File: src/sv/bsalu_pkg.sv
// Shared types, opcodes and field positions for the barrel shifter ALU.
`timescale 1ns / 1ps

package bsalu_pkg;

  // Data-processing opcodes, instruction bits 24:21
  typedef enum logic [3:0] {
    OP_AND = 4'b0000,
    OP_EOR = 4'b0001,
    OP_SUB = 4'b0010,
    OP_RSB = 4'b0011,
    OP_ADD = 4'b0100,
    OP_ADC = 4'b0101,
    OP_SBC = 4'b0110,
    OP_RSC = 4'b0111,
    OP_TST = 4'b1000,
    OP_TEQ = 4'b1001,
    OP_CMP = 4'b1010,
    OP_CMN = 4'b1011,
    OP_ORR = 4'b1100,
    OP_MOV = 4'b1101,
    OP_BIC = 4'b1110,
    OP_MVN = 4'b1111
  } alu_op_t;

  // Shift types, instruction bits 6:5
  typedef enum logic [1:0] {
    SH_LSL = 2'b00,
    SH_LSR = 2'b01,
    SH_ASR = 2'b10,
    SH_ROR = 2'b11
  } shift_type_t;

  localparam int unsigned DATA_W = 32;
  localparam int unsigned FLAG_W = 4;

  // Flag bit positions in an NZCV nibble
  localparam int unsigned FLAG_N = 3;
  localparam int unsigned FLAG_Z = 2;
  localparam int unsigned FLAG_C = 1;
  localparam int unsigned FLAG_V = 0;

  // Register number of the program counter
  localparam logic [3:0] REG_PC = 4'hF;

  // Second operand and shifter carry out
  typedef struct packed {
    logic [DATA_W-1:0] value;
    logic              carry;
  } shift_res_t;

  // One executed transaction
  typedef struct packed {
    logic [DATA_W-1:0] alu_result;
    logic              write_dest;
    logic [FLAG_W-1:0] flags_out;
    logic              restore_status;
    logic [3:0]        dest_index;
  } alu_res_t;

endpackage

File: src/sv/bsalu_shifter.sv
// Barrel shifter: forms operand 2 and the shifter carry out.
`timescale 1ns / 1ps

module bsalu_shifter
  import bsalu_pkg::*;
(
  input  logic [DATA_W-1:0] instr_word,
  input  logic [DATA_W-1:0] rm,
  input  logic [DATA_W-1:0] rs,
  input  logic              cin,
  output shift_res_t        op2
);

  logic [4:0]          rot;
  logic [DATA_W-1:0]   imm_val;
  logic [2*DATA_W-1:0] imm_dbl;
  shift_type_t         sh_type;
  logic [7:0]          amt;
  logic                rrx;
  logic [4:0]          amt_lo;
  logic                amt_big;
  logic [DATA_W:0]     lsl_w;
  logic [DATA_W:0]     lsr_w;
  logic [DATA_W:0]     asr_w;
  logic [2*DATA_W-1:0] ror_dbl;
  logic [DATA_W-1:0]   ror_val;
  shift_res_t          reg_res;

  // Rotated 8-bit immediate
  assign rot     = {instr_word[11:8], 1'b0};
  assign imm_dbl = {24'd0, instr_word[7:0], 24'd0, instr_word[7:0]} >> rot;
  assign imm_val = imm_dbl[DATA_W-1:0];

  // Shift amount, with the immediate-zero encodings
  assign sh_type = shift_type_t'(instr_word[6:5]);
  always_comb begin
    rrx = 1'b0;
    if (instr_word[4]) begin
      amt = rs[7:0];
    end else begin
      amt = {3'd0, instr_word[11:7]};
      if (instr_word[11:7] == 5'd0) begin
        if (sh_type == SH_LSR || sh_type == SH_ASR) begin
          amt = 8'd32;
        end else if (sh_type == SH_ROR) begin
          rrx = 1'b1;
        end
      end
    end
  end

  assign amt_lo  = amt[4:0];
  assign amt_big = (amt[7:5] != 3'd0);

  // Shifts by 1..31; the extra bit catches the last bit shifted out
  assign lsl_w   = {1'b0, rm} << amt_lo;
  assign lsr_w   = {rm, 1'b0} >> amt_lo;
  assign asr_w   = $unsigned($signed({rm, 1'b0}) >>> amt_lo);
  assign ror_dbl = {rm, rm} >> amt_lo;
  assign ror_val = ror_dbl[DATA_W-1:0];

  // Register operand, with the rules for zero and 32 or more
  always_comb begin
    reg_res = '{value: rm, carry: cin};
    if (rrx) begin
      reg_res = '{value: {cin, rm[DATA_W-1:1]}, carry: rm[0]};
    end else if (amt != 8'd0) begin
      case (sh_type)
        SH_LSL: begin
          if (!amt_big) begin
            reg_res = '{value: lsl_w[DATA_W-1:0], carry: lsl_w[DATA_W]};
          end else begin
            reg_res = '{value: '0, carry: (amt == 8'd32) ? rm[0] : 1'b0};
          end
        end
        SH_LSR: begin
          if (!amt_big) begin
            reg_res = '{value: lsr_w[DATA_W:1], carry: lsr_w[0]};
          end else begin
            reg_res = '{value: '0, carry: (amt == 8'd32) ? rm[DATA_W-1] : 1'b0};
          end
        end
        SH_ASR: begin
          if (!amt_big) begin
            reg_res = '{value: asr_w[DATA_W:1], carry: asr_w[0]};
          end else begin
            reg_res = '{value: {DATA_W{rm[DATA_W-1]}}, carry: rm[DATA_W-1]};
          end
        end
        default: begin
          // ROR by a multiple of 32 passes Rm with carry bit 31
          reg_res = '{value: ror_val, carry: ror_val[DATA_W-1]};
        end
      endcase
    end
  end

  // Pick immediate or register operand
  always_comb begin
    if (instr_word[25]) begin
      op2.value = imm_val;
      op2.carry = (rot != 5'd0) ? imm_val[DATA_W-1] : cin;
    end else begin
      op2 = reg_res;
    end
  end

endmodule

File: src/sv/bsalu_alu.sv
// ALU: the sixteen data-processing operations and the flag update.
`timescale 1ns / 1ps

module bsalu_alu
  import bsalu_pkg::*;
(
  input  logic [DATA_W-1:0] instr_word,
  input  logic [DATA_W-1:0] rn,
  input  logic [FLAG_W-1:0] flags_in,
  input  shift_res_t        op2,
  output alu_res_t          res
);

  alu_op_t           op;
  logic              s_bit;
  logic              cin;
  logic [DATA_W-1:0] add_a;
  logic [DATA_W-1:0] add_b;
  logic              add_ci;
  logic [DATA_W:0]   sum;
  logic              add_v;
  logic [DATA_W-1:0] value;
  logic              logical;
  logic              test;
  logic              c_new;
  logic              v_new;

  assign op    = alu_op_t'(instr_word[24:21]);
  assign s_bit = instr_word[20];
  assign cin   = flags_in[FLAG_C];

  // Adder operand selection
  always_comb begin
    add_a  = rn;
    add_b  = op2.value;
    add_ci = 1'b0;
    case (op)
      OP_SUB, OP_CMP: begin
        add_b  = ~op2.value;
        add_ci = 1'b1;
      end
      OP_RSB: begin
        add_a  = op2.value;
        add_b  = ~rn;
        add_ci = 1'b1;
      end
      OP_ADC: add_ci = cin;
      OP_SBC: begin
        add_b  = ~op2.value;
        add_ci = cin;
      end
      OP_RSC: begin
        add_a  = op2.value;
        add_b  = ~rn;
        add_ci = cin;
      end
      default: add_ci = 1'b0;
    endcase
  end

  assign sum   = {1'b0, add_a} + {1'b0, add_b} + {{DATA_W{1'b0}}, add_ci};
  assign add_v = ~(add_a[DATA_W-1] ^ add_b[DATA_W-1]) & (add_a[DATA_W-1] ^ sum[DATA_W-1]);

  // Result selection
  always_comb begin
    logical = 1'b1;
    case (op)
      OP_AND, OP_TST: value = rn & op2.value;
      OP_EOR, OP_TEQ: value = rn ^ op2.value;
      OP_ORR:         value = rn | op2.value;
      OP_MOV:         value = op2.value;
      OP_BIC:         value = rn & ~op2.value;
      OP_MVN:         value = ~op2.value;
      default: begin
        value   = sum[DATA_W-1:0];
        logical = 1'b0;
      end
    endcase
  end

  assign c_new = logical ? op2.carry : sum[DATA_W];
  assign v_new = logical ? flags_in[FLAG_V] : add_v;
  assign test  = op inside {OP_TST, OP_TEQ, OP_CMP, OP_CMN};

  // Outputs and flags
  always_comb begin
    res.alu_result     = value;
    res.write_dest     = ~test;
    res.restore_status = s_bit && (instr_word[15:12] == REG_PC);
    res.dest_index     = instr_word[15:12];
    if (s_bit || test) begin
      res.flags_out = {value[DATA_W-1], (value == '0), c_new, v_new};
    end else begin
      res.flags_out = flags_in;
    end
  end

endmodule

File: src/sv/arm_barrel_shifter_alu.sv
// Top level: input register, shifter and ALU, result register.
// Executes one ARM data-processing instruction per cycle. busy is always low,
// so a transaction is taken at every edge where start is high; its result
// shows on the out_ ports, marked by out_valid, for one cycle, once it has
// passed the input register and then the result register (with the
// barrel shifter and the 32-bit adder between them). The receiver cannot
// stall, so results must be taken when out_valid is high.
`timescale 1ns / 1ps

module arm_barrel_shifter_alu
  import bsalu_pkg::*;
(
  input  logic              clk,
  input  logic              rst_n,
  input  logic              start,
  output logic              busy,
  input  logic [DATA_W-1:0] in_instr_word,
  input  logic [DATA_W-1:0] in_first_operand,
  input  logic [DATA_W-1:0] in_shifted_operand,
  input  logic [DATA_W-1:0] in_shift_source,
  input  logic [FLAG_W-1:0] in_flags_in,
  output logic              out_valid,
  output logic [DATA_W-1:0] out_alu_result,
  output logic              out_write_dest,
  output logic [FLAG_W-1:0] out_flags_out,
  output logic              out_restore_status,
  output logic [3:0]        out_dest_index
);

  logic              stg_vld_r;
  logic [DATA_W-1:0] stg_instr_r;
  logic [DATA_W-1:0] stg_rn_r;
  logic [DATA_W-1:0] stg_rm_r;
  logic [DATA_W-1:0] stg_rs_r;
  logic [FLAG_W-1:0] stg_flags_r;
  logic              out_vld_r;
  alu_res_t          out_res_r;
  alu_res_t          out_res_nxt;
  shift_res_t        op2;

  // Never stalls
  assign busy = 1'b0;

  // Input register
  always_ff @(posedge clk) begin
    if (!rst_n) begin
      stg_vld_r <= 1'b0;
    end else begin
      stg_vld_r <= start && !busy;
    end
  end

  always_ff @(posedge clk) begin
    if (start && !busy) begin
      stg_instr_r <= in_instr_word;
      stg_rn_r    <= in_first_operand;
      stg_rm_r    <= in_shifted_operand;
      stg_rs_r    <= in_shift_source;
      stg_flags_r <= in_flags_in;
    end
  end

  // Operand 2
  bsalu_shifter u_shifter (
    .instr_word (stg_instr_r),
    .rm         (stg_rm_r),
    .rs         (stg_rs_r),
    .cin        (stg_flags_r[FLAG_C]),
    .op2        (op2)
  );

  // Operation and flags
  bsalu_alu u_alu (
    .instr_word (stg_instr_r),
    .rn         (stg_rn_r),
    .flags_in   (stg_flags_r),
    .op2        (op2),
    .res        (out_res_nxt)
  );

  // Result register
  always_ff @(posedge clk) begin
    if (!rst_n) begin
      out_vld_r <= 1'b0;
    end else begin
      out_vld_r <= stg_vld_r;
    end
  end

  always_ff @(posedge clk) begin
    if (stg_vld_r) begin
      out_res_r <= out_res_nxt;
    end
  end

  assign out_valid          = out_vld_r;
  assign out_alu_result     = out_res_r.alu_result;
  assign out_write_dest     = out_res_r.write_dest;
  assign out_flags_out      = out_res_r.flags_out;
  assign out_restore_status = out_res_r.restore_status;
  assign out_dest_index     = out_res_r.dest_index;

`ifndef NO_ASSERTIONS
  // Every accepted transaction yields a result
  a_start_to_result: assert property (@(posedge clk) disable iff (!rst_n)
    start |=> ##1 out_valid)
    else $error("accepted transaction produced no result");

  // No result without an earlier accepted transaction
  a_no_phantom: assert property (@(posedge clk) disable iff (!rst_n)
    out_valid |-> $past(start, 2))
    else $error("result without accepted transaction");

  // Status restore only with the PC as destination
  a_restore_pc: assert property (@(posedge clk) disable iff (!rst_n)
    (out_valid && out_restore_status) |-> (out_dest_index == REG_PC))
    else $error("status restore with non-PC destination");

  // Test ops do not write: Z must then match the discarded result
  a_test_flags: assert property (@(posedge clk) disable iff (!rst_n)
    (out_valid && !out_write_dest) |->
      (out_flags_out[FLAG_Z] == (out_alu_result == '0)))
    else $error("test op flags inconsistent with result");
`endif

endmodule

File: config.mk
export PLATFORM = sky130hd
export DESIGN_NAME = arm_barrel_shifter_alu
export DESIGN_NICKNAME = d
export VERILOG_FILES = /design/src/sv/bsalu_pkg.sv /design/src/sv/bsalu_shifter.sv /design/src/sv/bsalu_alu.sv /design/src/sv/arm_barrel_shifter_alu.sv
export SDC_FILE = /design/constraint.sdc
export NUM_CORES = 1
export LEC_CHECK = 0
export ABC_CLOCK_PERIOD_IN_PS = 12100
export BUFFER_PORTS_ARGS = -buffer_cell sky130_fd_sc_hd__buf_2
export CORE_MARGIN = 3
export CORE_UTILIZATION = 45
export DETAILED_ROUTE_END_ITERATION = 8
export GPL_ROUTABILITY_DRIVEN = 0
export PLACE_DENSITY_LB_ADDON = 0.05
export SKIP_CTS_REPAIR_TIMING = 1
export SYNTH_ARGS = -nofsm -noshare
export SYNTH_HDL_FRONTEND = slang
export SYNTH_HIERARCHICAL = 1
export SYNTH_SLANG_ARGS = --single-unit
File: constraint.sdc
create_clock -name clk -period 12.1 [get_ports clk]
set_input_delay 1.21 -clock clk [delete_from_list [all_inputs] [get_ports clk]]
set_output_delay 1.21 -clock clk [all_outputs]
set_load 0.01 [all_outputs]
==> flow_metrics.tcl <==
set metrics [dict create \
    intPower_mw 1.414 \
    period_minus_slack_ns 8.413 \
    dp.final_hpwl_mm 49.30 \
    drt_wl_total_mm 69.72 \
    endpoint_kind "flip-flop" \
    crit_type "reg -> reg" \
    antenna_cells 0 \
    synth_area_mm2 0.01754 \
    power_frac_comb_pct 52.8 \
    cts_root_buf "clkbuf_16" \
    cts.sinks 142 \
    setup_ws_ns 3.687 \
    grt_pass1_vias 16971 \
    place_ws_ns 3.966 \
    numCtsBuffers 17 \
    num_rows 71 \
    register_area_mm2 0.004245 \
    slew_viol_final 0 \
    swShare_pct 45.51 \
    grt_start_max_net_pins 94 \
    fp.dieArea_mm2 0.04138 \
    worst-path-max-fanout 21 \
    grt_pass1_wl_mm 105.0 \
    p_total_mw 2.594 \
    min_period_over_period_pct 69.53 \
    detail-route-antenna-nets 0 \
    num_vias 18209 \
    coreArea_mm2 0.03802 \
    clk_latency_ns 0.47 \
    initialDrtViolationCount 2762 \
    power_leakage_nw 7.196 \
    vias_per_cell 6.961 \
    cp.required_ns 12.43 \
    syn_avg_cell_area_um2 8.432 \
    drc 0 \
    drt_pre_antenna_iters 6 \
    die_h_um 203.4 \
    worstPathArrival_ns 8.75 \
    dp_cells 2584 \
    die_w_um 203.4 \
    tightestPinTransition_ns 1.188 \
    fmax_ghz 0.1189 \
    p_switching_mw 1.181 \
    stdcell_count 2616 \
    vdd_ir_drop_max_mv 0.1265 \
    setup_violations 0 \
    fin_tns_setup_ns 0 \
    post-route-util_pct 49.86 \
    worst_setup_path_start_kind "flip-flop" \
    h-tree-depth 4 \
    cts_tree "built" \
    power_frac_clock_pct 20.8 \
    finClkSkew_ns 0.01474 \
    rsz0062_at_grt "no" \
    io_pins 179 \
    clk_pin_slew_ns 0.07 \
    slew_headroom_pct 19.80 \
    num-fill-cells 3758 \
    final_cell_area_mm2 0.01896 \
    nets 2297 \
    multi_input_area_mm2 0.01202 \
    layout-drive-gt1-share_pct 17.91 \
    whs_ns 0.4493 \
    track_usage_pct 32.98 \
    worstHoldPathType "reg -> reg" \
    place_area_mm2 0.01836 \
    cap_violations 0 \
    yosys_warnings 6 \
    powerDensity_mw_per_mm2 136.8 \
    area_growth_pct 8.090 \
    cts_buffer_depth 2 \
    seqPwrFrac_pct 26.4 \
    hold_violations 0 \
    overflow 0 \
    port_buffers 143 \
    syn-instance-count 2080 \
    antenna_found_initial 2 \
    wl_per_cell_um 26.65 \
    status "finished clean" \
    syn_nets 2285 \
    start_util_pct 46.13 \
]
[power by group through the flow]
stage	clock (mW)	sequential (mW)	combinational (mW)
finish	0.539	0.685	1.37
global route	0.571	0.690	1.47
CTS	0.557	0.681	1.32
detailed placement	0	0.691	1.32
global placement	0	0.691	1.31
floorplan	0	0.658	0.968
[worst max-delay path: stages, from the launching register on]
cell and delay (ns):
edfxtp_1 0.32, buf_4 0.34, mux2i_4 0.83, buf_4 0.40, mux2i_1 0.24, a2bb2oi_1 0.69, o2bb2ai_1 0.29, o221a_2 0.25
o21ai_0 0.07, o21ai_0 0.71, inv_1 0.23, o21ai_0 0.38, ha_1 0.32, a21o_1 0.20, a211oi_1 0.26, nor3_1 0.09
a2111o_1 0.43, nor3_1 0.18, nor4b_1 0.69, nand4b_1 0.41, nor4_1 0.60, nand4b_1 0.21, nand2_1 0.11
[area by class of cell]
cell class,instances,area share [%]
well taps,511,3.372
clock inverters,15,0.9174
flip-flops and latches,142,22.39
repair buffers,196,5.887
inverters,91,1.802
clock buffers,17,2.244
multi-input cells,1644,63.38
[state kept, by name, indices dropped and copies added, names as in the netlist]
signal              count
out_alu_result         32
stg_rm_r               32
stg_rn_r               32
stg_instr_r            22
stg_rs_r                8
out_dest_index          4
out_flags_out           4
stg_flags_r             4
out_restore_status      1
out_valid               1
out_write_dest          1
stg_vld_r               1
[layout by cell type, fill, tap and decap left out, drive strengths merged, types with 12 or more instances in the layout]
cell    instances
a311oi         12
mux2i          95
mux4           81
mux2           19
nor4           19
o21ai         166
o21a           15
buf           196
nand3          78
a31oi          36
nor3           50
xor2           17
o221ai         22
or3            16
a211oi         28
a21oi         152
inv            99
and3           23
nand2         209
a32oi          12
o211ai         21
clkbuf         17
nor2b          12
a22oi          13
xnor2          21
o22ai          53
a21o           15
nand2b         12
ha             68
o31ai          26
nand4          20
nor2          175
edfxtp        140
[routing by layer]
| layer | global-route usage, % | routed length [um] | vias up |
|---|---|---|---|
| met1 | 47.16 | 28970 | 8661 |
| met3 | 9.992 | 9166 | 212 |
| met5 | 0 | 29 | - |
| met4 | 14.06 | 3167 | 4 |
| met2 | 46.10 | 28380 | 1306 |
| li1 | - | - | 8026 |
[worst paths after layout]
kind,start,endpoint,slack [ns],cells after the start
min,stg_instr_r[12],out_dest_index[0],0.45,0
max,stg_instr_r[4],out_flags_out[2],3.69,22
min reg2reg,stg_instr_r[12],out_dest_index[0],0.45,0
max reg2reg,stg_instr_r[4],out_flags_out[2],3.69,22
Note: power is estimated with default switching activity, not from simulation.
